===== src/lrupf_pkg.sv =====
`timescale 1ns / 1ps
`default_nettype none
// ----------------------------------------------------------------------------
// LRU page frame manager package
// Shared types, field widths and constants for the page frame manager.
// ----------------------------------------------------------------------------
package lrupf_pkg;

  // Fixed geometry of the page table and the frame pool.
  localparam int VIRTUAL_PAGES = 32;
  localparam int PAGE_W        = 5;
  localparam int MAX_FRAMES    = 32;
  localparam int FRAME_W       = 5;
  localparam int FREE_W        = 6;
  localparam int CFG_W         = 6;
  localparam int MISS_W        = 32;
  localparam int TIME_BITS_DEF = 32;

  localparam logic [CFG_W-1:0] FRAMES_RESET = CFG_W'(4);

  // Operation codes carried by an input transaction.
  typedef enum logic [0:0] {
    OP_ACCESS = 1'b0,
    OP_FLUSH  = 1'b1
  } op_t;

  // Input transaction payload.
  typedef struct packed {
    op_t               operation;
    logic [PAGE_W-1:0] page_number;
  } in_item_t;

  // Output transaction payload.
  typedef struct packed {
    logic               hit;
    logic [FRAME_W-1:0] frame_number;
    logic               evicted_valid;
    logic [PAGE_W-1:0]  evicted_page;
    logic [MISS_W-1:0]  miss_total;
  } out_item_t;

  // Controller states.
  typedef enum logic [2:0] {
    ST_IDLE,
    ST_DECIDE,
    ST_SCAN,
    ST_VICTIM,
    ST_EVICT,
    ST_FINISH
  } ctl_state_t;

  // Commands from the controller to the datapath.
  typedef struct packed {
    logic accept;
    logic decide;
    logic scan_start;
    logic scan_step;
    logic victim_rd;
    logic evict;
    logic commit;
  } dp_cmd_t;

  // Status from the datapath to the controller.
  typedef struct packed {
    logic is_flush;
    logic is_hit;
    logic has_free;
    logic scan_last;
    logic out_free;
  } dp_status_t;

endpackage : lrupf_pkg
`default_nettype wire


===== src/lrupf_ctrl.sv =====
`timescale 1ns / 1ps
`default_nettype none
// ----------------------------------------------------------------------------
// LRU page frame manager controller
// Sequences lookup, free frame allocation, the oldest-page scan, eviction
// and the final commit of each transaction.
// ----------------------------------------------------------------------------
module lrupf_ctrl (
  input  wire                  clk,
  input  wire                  rst,
  input  wire                  in_valid,
  input  lrupf_pkg::dp_status_t status,
  output logic                 idle,
  output lrupf_pkg::dp_cmd_t   cmd
);
  import lrupf_pkg::*;

  ctl_state_t state;
  ctl_state_t state_next;

  // State register.
  always_ff @(posedge clk) begin
    if (rst) begin
      state <= ST_IDLE;
    end else begin
      state <= state_next;
    end
  end

  // Next state and command decode.
  always_comb begin
    state_next = state;
    cmd        = '0;
    idle       = 1'b0;
    unique case (state)
      ST_IDLE: begin
        idle = 1'b1;
        if (in_valid) begin
          cmd.accept = 1'b1;
          state_next = ST_DECIDE;
        end
      end
      ST_DECIDE: begin
        if (status.is_flush) begin
          state_next = ST_FINISH;
        end else begin
          cmd.decide = 1'b1;
          if (status.is_hit || status.has_free) begin
            state_next = ST_FINISH;
          end else begin
            cmd.scan_start = 1'b1;
            state_next     = ST_SCAN;
          end
        end
      end
      ST_SCAN: begin
        cmd.scan_step = 1'b1;
        if (status.scan_last) begin
          state_next = ST_VICTIM;
        end
      end
      ST_VICTIM: begin
        cmd.victim_rd = 1'b1;
        state_next    = ST_EVICT;
      end
      ST_EVICT: begin
        cmd.evict  = 1'b1;
        state_next = ST_FINISH;
      end
      ST_FINISH: begin
        if (status.out_free) begin
          cmd.commit = 1'b1;
          state_next = ST_IDLE;
        end
      end
      default: begin
        state_next = ST_IDLE;
      end
    endcase
  end

endmodule : lrupf_ctrl
`default_nettype wire


===== src/lrupf_dp.sv =====
`timescale 1ns / 1ps
`default_nettype none
// ----------------------------------------------------------------------------
// LRU page frame manager datapath
// Holds the page table, the last-use memory, the counters, the oldest-page
// scan logic and the output register.
// ----------------------------------------------------------------------------
module lrupf_dp #(
  parameter int TIME_BITS = lrupf_pkg::TIME_BITS_DEF
) (
  input  wire                           clk,
  input  wire                           rst,
  input  lrupf_pkg::dp_cmd_t            cmd,
  output lrupf_pkg::dp_status_t         status,
  input  lrupf_pkg::in_item_t           in_data,
  input  wire                           cfg_write,
  input  wire [lrupf_pkg::CFG_W-1:0]    cfg_data,
  output logic                          out_valid,
  input  wire                           out_stall,
  output lrupf_pkg::out_item_t          out_data
);
  import lrupf_pkg::*;

  localparam logic [TIME_BITS-1:0] TIME_MAX = '1;

  // Page table: resident bits in flops, frame and last-use in memories.
  logic [VIRTUAL_PAGES-1:0] resident;
  logic [FRAME_W-1:0]       frame_mem [VIRTUAL_PAGES];
  logic [TIME_BITS-1:0]     last_use  [VIRTUAL_PAGES];

  logic [CFG_W-1:0]     frames_in_use;
  logic [FREE_W-1:0]    next_free;
  logic [TIME_BITS-1:0] access_clock;
  logic [MISS_W-1:0]    miss_counter;

  // Latched transaction and working registers.
  op_t                  op_q;
  logic [PAGE_W-1:0]    page_q;
  logic                 hit_q;
  logic [FRAME_W-1:0]   frame_q;
  logic                 ev_valid_q;
  logic [PAGE_W-1:0]    ev_page_q;
  logic [FRAME_W-1:0]   frame_rd_data;

  // Scan state.
  logic [PAGE_W:0]      scan_cnt;
  logic                 cmp_valid;
  logic [PAGE_W-1:0]    cmp_idx;
  logic [TIME_BITS-1:0] lu_rd_data;
  logic                 found;
  logic [TIME_BITS-1:0] oldest;
  logic [PAGE_W-1:0]    victim;

  logic [FREE_W-1:0]    frame_limit;
  logic [PAGE_W-1:0]    frame_rd_addr;
  logic                 scan_rd;
  logic                 better;

  // Effective frame count: zero acts as one, large values are clamped.
  always_comb begin
    if (frames_in_use == '0) begin
      frame_limit = FREE_W'(1);
    end else if (FREE_W'(frames_in_use) > FREE_W'(MAX_FRAMES)) begin
      frame_limit = FREE_W'(MAX_FRAMES);
    end else begin
      frame_limit = FREE_W'(frames_in_use);
    end
  end

  assign frame_rd_addr = cmd.victim_rd ? victim : in_data.page_number;
  assign scan_rd       = cmd.scan_step && (scan_cnt < (PAGE_W+1)'(VIRTUAL_PAGES));
  assign better        = cmp_valid && resident[cmp_idx] && (!found || (lu_rd_data < oldest));

  // Status toward the controller.
  always_comb begin
    status.is_flush  = (op_q == OP_FLUSH);
    status.is_hit    = resident[page_q];
    status.has_free  = (next_free < frame_limit);
    status.scan_last = cmp_valid && (cmp_idx == PAGE_W'(VIRTUAL_PAGES - 1));
    status.out_free  = !out_valid || !out_stall;
  end

  // Frame memory: one write port, one registered read port.
  always_ff @(posedge clk) begin
    if (cmd.commit && (op_q == OP_ACCESS) && !hit_q) begin
      frame_mem[page_q] <= frame_q;
    end
    if (cmd.accept || cmd.victim_rd) begin
      frame_rd_data <= frame_mem[frame_rd_addr];
    end
  end

  // Last-use memory: written at commit, read one entry per scan cycle.
  always_ff @(posedge clk) begin
    if (cmd.commit && (op_q == OP_ACCESS)) begin
      last_use[page_q] <= access_clock;
    end
    if (scan_rd) begin
      lu_rd_data <= last_use[scan_cnt[PAGE_W-1:0]];
    end
  end

  // Control state with reset.
  always_ff @(posedge clk) begin
    if (rst) begin
      resident      <= '0;
      frames_in_use <= FRAMES_RESET;
      next_free     <= '0;
      access_clock  <= '0;
      miss_counter  <= '0;
      out_valid     <= 1'b0;
      scan_cnt      <= '0;
      cmp_valid     <= 1'b0;
      found         <= 1'b0;
    end else begin
      if (cfg_write) begin
        frames_in_use <= cfg_data;
      end

      // Miss accounting and free frame allocation.
      if (cmd.decide && !resident[page_q]) begin
        if (miss_counter != '1) begin
          miss_counter <= miss_counter + MISS_W'(1);
        end
        if (next_free < frame_limit) begin
          next_free <= next_free + FREE_W'(1);
        end
      end

      // Oldest-page scan, one entry per cycle, each compared in the cycle after its read.
      if (cmd.scan_start) begin
        scan_cnt  <= '0;
        cmp_valid <= 1'b0;
        found     <= 1'b0;
      end else if (cmd.scan_step) begin
        if (scan_rd) begin
          scan_cnt <= scan_cnt + (PAGE_W+1)'(1);
        end
        cmp_valid <= scan_rd;
        if (better) begin
          found <= 1'b1;
        end
      end

      if (cmd.evict && found) begin
        resident[victim] <= 1'b0;
      end

      // Commit: update the table and counters.
      if (cmd.commit) begin
        if (op_q == OP_FLUSH) begin
          resident     <= '0;
          next_free    <= '0;
          access_clock <= '0;
          miss_counter <= '0;
        end else begin
          resident[page_q] <= 1'b1;
          if (access_clock < TIME_MAX) begin
            access_clock <= access_clock + TIME_BITS'(1);
          end
        end
      end

      // Output register handshake.
      if (cmd.commit) begin
        out_valid <= 1'b1;
      end else if (!out_stall) begin
        out_valid <= 1'b0;
      end
    end
  end

  // Payload registers.
  always_ff @(posedge clk) begin
    if (cmd.accept) begin
      op_q   <= in_data.operation;
      page_q <= in_data.page_number;
    end

    if (cmd.decide) begin
      hit_q      <= resident[page_q];
      ev_valid_q <= 1'b0;
      ev_page_q  <= '0;
      if (resident[page_q]) begin
        frame_q <= frame_rd_data;
      end else begin
        frame_q <= next_free[FRAME_W-1:0];
      end
    end

    if (cmd.scan_step) begin
      cmp_idx <= scan_cnt[PAGE_W-1:0];
      if (better) begin
        oldest <= lu_rd_data;
        victim <= cmp_idx;
      end
    end

    if (cmd.evict) begin
      if (found) begin
        frame_q    <= frame_rd_data;
        ev_valid_q <= 1'b1;
        ev_page_q  <= victim;
      end else begin
        frame_q <= '0;
      end
    end

    if (cmd.commit) begin
      if (op_q == OP_FLUSH) begin
        out_data <= '0;
      end else begin
        out_data.hit           <= hit_q;
        out_data.frame_number  <= frame_q;
        out_data.evicted_valid <= ev_valid_q;
        out_data.evicted_page  <= ev_page_q;
        out_data.miss_total    <= miss_counter;
      end
    end
  end

endmodule : lrupf_dp
`default_nettype wire


===== src/lru_page_frame_manager.sv =====
`timescale 1ns / 1ps
`default_nettype none
// ----------------------------------------------------------------------------
// LRU page frame manager
// Maps virtual page accesses to physical frames with least-recently-used
// replacement; a flush transaction empties the table and clears counters.
// ----------------------------------------------------------------------------
// Usage:
//   The input channel (in_valid, in_stall, in_data) carries one access or
//   flush per transaction. The output channel (out_valid, out_stall,
//   out_data) returns exactly one result per input transaction, in order.
//   cfg_write/cfg_data set the frame count; write it only while idle.
//   A hit, a flush or a miss served from a free frame passes from acceptance
//   through the decide and finish states to a valid result. A miss that must
//   evict walks the last-use memory one entry per cycle (32 entries plus one
//   compare stage), then reads the victim's frame and evicts it. The block
//   returns to idle on the same edge that loads the result.
//   in_stall is high while a transaction is in progress.
//   A stalled result sits in the output register; the next transaction is
//   still accepted and processed, and waits at its final step only until
//   the output register frees.
//   Reset empties the page table, clears all counters and sets the frame
//   count to 4.
// ----------------------------------------------------------------------------
module lru_page_frame_manager #(
  parameter int TIME_BITS = lrupf_pkg::TIME_BITS_DEF
) (
  input  wire                         clk,
  input  wire                         rst,
  input  wire                         in_valid,
  output logic                        in_stall,
  input  lrupf_pkg::in_item_t         in_data,
  output logic                        out_valid,
  input  wire                         out_stall,
  output lrupf_pkg::out_item_t        out_data,
  input  wire                         cfg_write,
  input  wire [lrupf_pkg::CFG_W-1:0]  cfg_data
);
  import lrupf_pkg::*;

  dp_cmd_t    cmd;
  dp_status_t status;
  logic       idle;

  assign in_stall = !idle;

  // Controller.
  lrupf_ctrl u_ctrl (
    .clk      (clk),
    .rst      (rst),
    .in_valid (in_valid),
    .status   (status),
    .idle     (idle),
    .cmd      (cmd)
  );

  // Datapath.
  lrupf_dp #(
    .TIME_BITS (TIME_BITS)
  ) u_dp (
    .clk       (clk),
    .rst       (rst),
    .cmd       (cmd),
    .status    (status),
    .in_data   (in_data),
    .cfg_write (cfg_write),
    .cfg_data  (cfg_data),
    .out_valid (out_valid),
    .out_stall (out_stall),
    .out_data  (out_data)
  );

  // One transaction at a time: acceptance closes the input.
  assert property (@(posedge clk) disable iff (rst)
    (in_valid && !in_stall) |=> in_stall)
    else $error("input accepted twice in a row");

  // A hit never evicts another page.
  assert property (@(posedge clk) disable iff (rst)
    (out_valid && out_data.hit) |-> !out_data.evicted_valid)
    else $error("eviction reported on a hit");

  // Without an eviction the evicted page field reads zero.
  assert property (@(posedge clk) disable iff (rst)
    (out_valid && !out_data.evicted_valid) |-> (out_data.evicted_page == '0))
    else $error("evicted page set without eviction");

endmodule : lru_page_frame_manager
`default_nettype wire


===== config.mk =====
export PLATFORM = sky130hd
export DESIGN_NAME = lru_page_frame_manager
export DESIGN_NICKNAME = d
export VERILOG_FILES = /design/src/lrupf_pkg.sv /design/src/lrupf_ctrl.sv /design/src/lrupf_dp.sv /design/src/lru_page_frame_manager.sv
export SDC_FILE = /design/constraint.sdc
export NUM_CORES = 2
export LEC_CHECK = 0
export BUFFER_PORTS_ARGS = -buffer_cell sky130_fd_sc_hd__buf_2
export CORE_MARGIN = 4
export CORE_UTILIZATION = 57
export CTS_BUF_LIST = sky130_fd_sc_hd__clkbuf_16
export CTS_CLUSTER_SIZE = 40
export DETAILED_ROUTE_END_ITERATION = 8
export MAX_ROUTING_LAYER = met4
export PLACE_DENSITY_LB_ADDON = 0.3
export SETUP_SLACK_MARGIN = 0.5
export SLEW_MARGIN = 20
export SYNTH_ARGS = -nofsm -noshare
export SYNTH_HDL_FRONTEND = slang
export SYNTH_SLANG_ARGS = --single-unit

===== constraint.sdc =====
create_clock -name clk -period 8.3 [get_ports clk]
set_input_delay 0.415 -clock clk [delete_from_list [all_inputs] [get_ports clk]]
set_output_delay 0.415 -clock clk [all_outputs]
set_load 0.005 [all_outputs]

* Word level (Yosys, flattened, before mapping)
Memory sizes are Yosys's and may differ from the RTL's. A register that Yosys moved wholly into a read port is not among the register bits. Cells that the tools add are included. W data, S select, Z words.
Storage, ports and cells: bits in registers 224, latch bits 0, memory bits (writable) 1184, memory bits (read-only) 0, word-level logic and storage cells 142, memories kept 2
Operators by class: add/subtract/negate cells 4, $mul 0, div/mod/pow operators 0, order comparisons 10, equality and inequality tests 11, shift operators 0, mux-type cells 58, bitwise gates (word level) 4, reductions and logical operators 29
Memory list:
- u_dp.last_use | words 32, bits a word 32, read ports 1, clocked after memory_dff 1, write ports 1, line lrupf_dp.sv:29 | logic [TIME_BITS-1:0] last_use [VIRTUAL_PAGES];
- u_dp.frame_mem | words 32, bits a word 5, read ports 1, clocked after memory_dff 1, write ports 1, line lrupf_dp.sv:28 | logic [FRAME_W-1:0] frame_mem [VIRTUAL_PAGES];
Operators with widths (count):
- $mux W32 | 10
- $add A32 B1 Y32 const B | 2
- $mux W5 | 8
- $mux W6 | 6
- $and A32 B32 Y32 | 1
- $lt A32 B32 Y1 | 1
- $lt A32 B32 Y1 const B | 1
- $ne A32 B32 Y1 const B | 1
- $not A32 Y32 | 1
- $or A32 B32 Y32 | 1
- $mux W1 | 22
- $lt A5 B6 Y1 const B | 3
- $pmux W3 S6 | 1
- $mux W3 | 5
- $add A6 B1 Y6 const B | 2
- $bmux W1 S5 | 2
- $demux W1 S5 | 2
- $ge A5 B1 Y1 const B | 2
- $logic_and A1 B1 Y1 | 10
- $eq A3 B2 Y1 const B | 2
- $eq A3 B3 Y1 const B | 2
- $gt A6 B6 Y1 const B | 1
- $logic_not A1 Y1 | 6
- $logic_not A6 Y1 | 1
- other kinds (14) | 23

* Longest topological paths before layout
depth in word-level cells 12, mapped depth 11, depth with buffers taken out 9

* By module
A second synthesis with hierarchy kept.
Unflattened totals: cell total of the unflattened synthesis 2885, area total of the unflattened synthesis 56718.1 µm²
Modules (own cells, without submodules):
- lrupf_dp | times used 1, cells an instance 2847, area each 56460.4 µm², seq. area each 42070.3 µm²
- lrupf_ctrl | times used 1, cells an instance 37, area each 254.0 µm², seq. area each 60.1 µm²
- lru_page_frame_manager | times used 1, cells an instance 1, area each 3.8 µm², seq. area each 0.0 µm²

* Worst setup path before layout
No wires, ideal clock.
path kind register to register, start register u_dp.cmp_idx[0], end register u_dp.oldest[0], enable pin, library setup time 0.630 ns, arrival 7.222 ns, required time 7.670 ns, path slack 0.448 ns, cell stages (with the launch flop) 7, path through edfxtp_1 > buf_2 > mux4_2 > mux4_2 > mux2_2 > nand3_1 > a2111oi_0
On the way: longest elaborated chain between the ends 5
RTL lines:
- from (decl) | line lrupf_dp.sv:48 | logic [PAGE_W-1:0] cmp_idx;
- from (signal assigned) | line lrupf_dp.sv:192 | cmp_idx <= scan_cnt[PAGE_W-1:0];
- $bmux W1 S5 | line lrupf_dp.sv:72 | assign better = cmp_valid && resident[cmp_idx] && (!found || (lu_rd_data < oldest));
- $mux W1 (implied by the code) | line lrupf_dp.sv:72
- $logic_and A1 B1 Y1 (2 in series) | line lrupf_dp.sv:72
- $reduce_and A2 Y1 (no source line)
- to (signal assigned) | line lrupf_dp.sv:194 | oldest <= lu_rd_data;
- to (decl) | line lrupf_dp.sv:51 | logic [TIME_BITS-1:0] oldest;
Every way passes these cells. The select of a mux whose other input is x is not followed. A chain may end at the register's enable or synchronous reset.

* Final worst setup path
start register u_ctrl.state[0], end memory u_dp.last_use[19][3] in the netlist's numbering, enable pin
On the way: longest elaborated chain between the ends 5
RTL lines:
- from (decl) | line lrupf_ctrl.sv:18 | ctl_state_t state;
- from (signal assigned) | line lrupf_ctrl.sv:26 | state <= state_next;
- $eq A3 B3 Y1 | line lrupf_ctrl.sv:35 | unique case (state)
- $mux W1 | line lrupf_ctrl.sv:35
- $logic_and A1 B1 Y1 | line lrupf_dp.sv:95 | if (cmd.commit && (op_q == OP_ACCESS)) begin
- $mux W1 | line lrupf_dp.sv:95
- $mux W1 (implied by the code) | line lrupf_dp.sv:96 | last_use[page_q] <= access_clock;
- to (decl) | line lrupf_dp.sv:29
Every way passes these cells.

==> reports/results.tsv <==
stage	metric	value	unit
sta	setup TNS	0	ns
logic_synthesis	synthesized area	0.0567	mm2
pwr	Max VDD drop	0.000199	V
cts	CTS Root Cell	clkbuf_16	
sta	Setup-failing EPs final	0	
setup_path	r2r endpoint	u_dp.last_use[19][3]$_DFFE_PP_	
cts	CTS tree	done	
setup_path	r2r worst-path depth	7	
pwr	Leak	17.4	nW
placement	Final Wtd Congestion	0.855	
pwr	P per Cell Area	226	mW/mm2
sta	fmax	220	MHz
job	maxcap violations	0	
setup_path	Setup crit end kind	register	
cts	Num CTS Buffers	142	
logic_synthesis	Synth Flop Type	edfxtp_1	
setup_path	slowest stage delay, CP	0.85	ns
routing	DRC viols	0	
logic_synthesis	Synth Register Bits	1445	
setup_path	Crit path top cell by count	buf_4	
layout	Area growth, synth to finish	12.0	%
cts	maximum clock path buffer count	3	
sta	Tcrit/Tclk final	54.8	%
layout	fraction of layout cells with a size suffix above 1	25.9	%
floorplan	Core ar.	0.0986	mm2
global_routing	GRT Total Usage	25.7	%
global_routing	largest net degree at the start of global routing	160	
layout	number of diodes	0	
routing	wire per inst	28.9	um
routing	Vias	29000	
sta	endpoints failing hold	0	
floorplan	die height	324	um
setup_path	Critical Path Sink	u_dp.last_use[19][3]$_DFFE_PP_	
logic_synthesis	Netlist cell types	59	
logic_synthesis	Seq/Total Area, Yosys	74.2	%
layout	Final nets	3077	
sta	relative slew slack	25.1	%
routing	Initial DRC Count	3977	
cts	Hold-fix buffers, CTS	13	
layout	most common cell after layout, fill and taps aside	edfxtp_1	
cts	CTS resizes	0	
setup_path	FF-to-FF setup slack	3.76	ns
setup_path	worst r2r src	u_ctrl.state[0]$_SDFFE_PP0P_	
routing	Via density	6.55	
setup_path	crit-path cells	nor2b_1, nand2_1, inv_2, buf_4, nand3_1, nor2_4, buf_4	
global_routing	total gr overflow	0	
logic_synthesis	Mapped Cells	2883	
cts	clk sinks	1445	
status	outcome	finished clean	
setup_path	required time of the critical path	8.69	ns
routing	Pre-Repair DR Iteration Count	6	
setup_path	CP max FO	55	
layout	commonest non-fill, non-tap cells in the layout	edfxtp_1 (1319), mux4_2 (377), clkbuf_16 (145)	
global_routing	global-route wire length before repair	191000	um
routing	DRT antenna net count	0	
sta	RSZ-0062 raised after global routing	false	
sta	worst slew pin tran	1.12	ns
logic_synthesis	Avg Cell Area, Syn	19.7	um2
placement	detailed placement HPWL	67200	um
floorplan	row count	115	
setup_path	Worst Setup SP	u_ctrl.state[0]$_SDFFE_PP0P_	
cts	clock insertion delay at the later pin of the skew report	0.75	ns
cts	Worst-path clk slew	0.06	ns
setup_path	CP max stage cell	nor2_4	
routing	final wirelength	128000	um
layout	Finished Layout Cells	4425	
floorplan	full die area	0.105	mm2
setup_path	Setup Crit Path Kind	reg2reg	
placement	port bufs	62	
cts	H-tree depth	4	
logic_synthesis	Ys Warns	0	
setup_path	arrival time worst endpoint	4.94	ns
cts	setup bufs post-CTS	0	
floorplan	Initial Util	57.6	%
hold_path	HP Class	in2reg	
logic_synthesis	Synth Net Count	2940	
logic_synthesis	FFs w/ async S/R, synth	0	%
global_routing	vias in the first global route	29400	
sta	Final Slew Violations	0	
setup_path	CP startpoint kind	register	
floorplan	die extent in x	324	um
floorplan	Ports	63	
placement	dpl cells	4145	
sta	Fin Clk Skew	0.0248	ns
logic_synthesis	Post-synth EDFFs	1319	
sta	Final min period	4.54	ns
global_routing	initial antenna violation count	0	
## layer usage
layer	vias to the layer above	global-route usage [%]	routed length, um
li1	12100	-	-
met1	15200	35.2	49700
met2	1417	41.1	64600
met3	241	4.19	10600
met4	0	6.97	2820
met5	-	-	0
## cell families after synthesis
logic type	after synthesis	share of synthesized area [%]
adders and majority gates	40	0.882
AOI/OAI and AO/OA	239	2.59
xor gates and xnor gates	24	0.370
muxes	433	16.1
and+or+nand+nor	509	4.53
DFF	1445	74.2
buffers and inverters	193	1.33
## report_power, final
group	internal [mW]	leakage (nW)	total (mW)	switching, mW
combinational	0.107	3.95	0.311	0.205
clock	3.44	2.32	6.10	2.66
sequential	7.92	11.1	7.96	0.0479
## layout make-up
| type | count | area (um2) |
|---|---|---|
| Clock buffer | 145 | 3630 |
| Clock inverter | 117 | 822 |
| Fill cell | 6249 | 35000 |
| Inverter | 48 | 180 |
| Multi-Input combinational cell | 1245 | 14100 |
| Sequential cell | 1445 | 42200 |
| Tap cell | 1287 | 1610 |
| Timing Repair Buffer | 138 | 988 |
## Yosys cell counts, drive strengths merged, types with 12 or more instances
master  count  share of area (%)
nand2     120               0.79
a21oi      79               0.70
or4        16               0.21
a22oi      21               0.28
a21o       12               0.16
xor2       16               0.25
o21ai      64               0.56
and3       15               0.17
edfxtp   1319                 70
o31ai      15               0.20
inv        48               0.32
ha         40               0.88
mux2       34               0.67
or3        20               0.22
nor3       13               0.11
and2       19               0.21
dfxtp     126                4.4
nand3      44               0.41
clkbuf    101               0.67
nor2      129               0.85
nand2b     18               0.20
nor2b      52               0.57
mux2i      21               0.37
buf        44               0.34
mux4      378                 15
nand4      27               0.30
## flip-flops by register name, indices dropped and copies added, names as in the netlist, 5 cells and up
signal,count
u_dp.last_use,1024
u_dp.frame_q,5
u_dp.frame_rd_data,5
u_dp.frame_mem,160
u_dp.out_data,44
u_dp.resident,32
u_dp.scan_cnt,6
u_dp.cmp_idx,5
u_dp.oldest,32
u_dp.frames_in_use,6
u_dp.next_free,6
u_dp.page_q,5
u_dp.miss_counter,32
u_dp.lu_rd_data,32
u_dp.access_clock,32
u_dp.victim,5
u_dp.ev_page_q,5
## worst min-delay path by stage
stage,from,to,slack [ns],depth (start not counted)
after detailed placement,u_dp.ev_valid_q$_DFF_P_,u_dp.ev_valid_q$_DFF_P_,0.44,2
after global routing,cfg_write,u_dp.frames_in_use[2]$_SDFFE_PP1P_,0.04,2
after floorplan,u_dp.scan_cnt[2]$_SDFFE_PP0P_,u_dp.cmp_idx[2]$_DFFE_PP_,0.41,0
after CTS,cfg_write,u_dp.frames_in_use[2]$_SDFFE_PP1P_,0.02,2
final,cfg_write,u_dp.frames_in_use[2]$_SDFFE_PP1P_,0.06,2
after global placement,u_dp.lu_rd_data[0]$_DFFE_PP_,u_dp.oldest[0]$_DFFE_PP_,0.43,0
## stage by stage
step | power (mW) | hold WS (ns) | util [%] | setup WS, ns | area (um2)
after floorplan | 8.30 | 0.406 | - | 2.25 | 56700
after global placement | 8.40 | 0.434 | 59.7 | 4.05 | 58900
after detailed placement | 8.41 | 0.436 | 59.7 | 3.78 | 58900
after CTS | 14.5 | 0.0202 | 64.4 | 3.78 | 63400
after global routing | 14.8 | 0.0431 | 64.5 | 3.49 | 63600
final | 14.4 | 0.0591 | 64.5 | 3.76 | 63600
## worst max-delay path, delay by kind of cell, from the launching register on
family | cells | cell delay [ns]
simple gates | 4 | 2.46
buf+inv | 3 | 1.20
flops | 1 | 0.49
(Power assumes the default switching activity.)
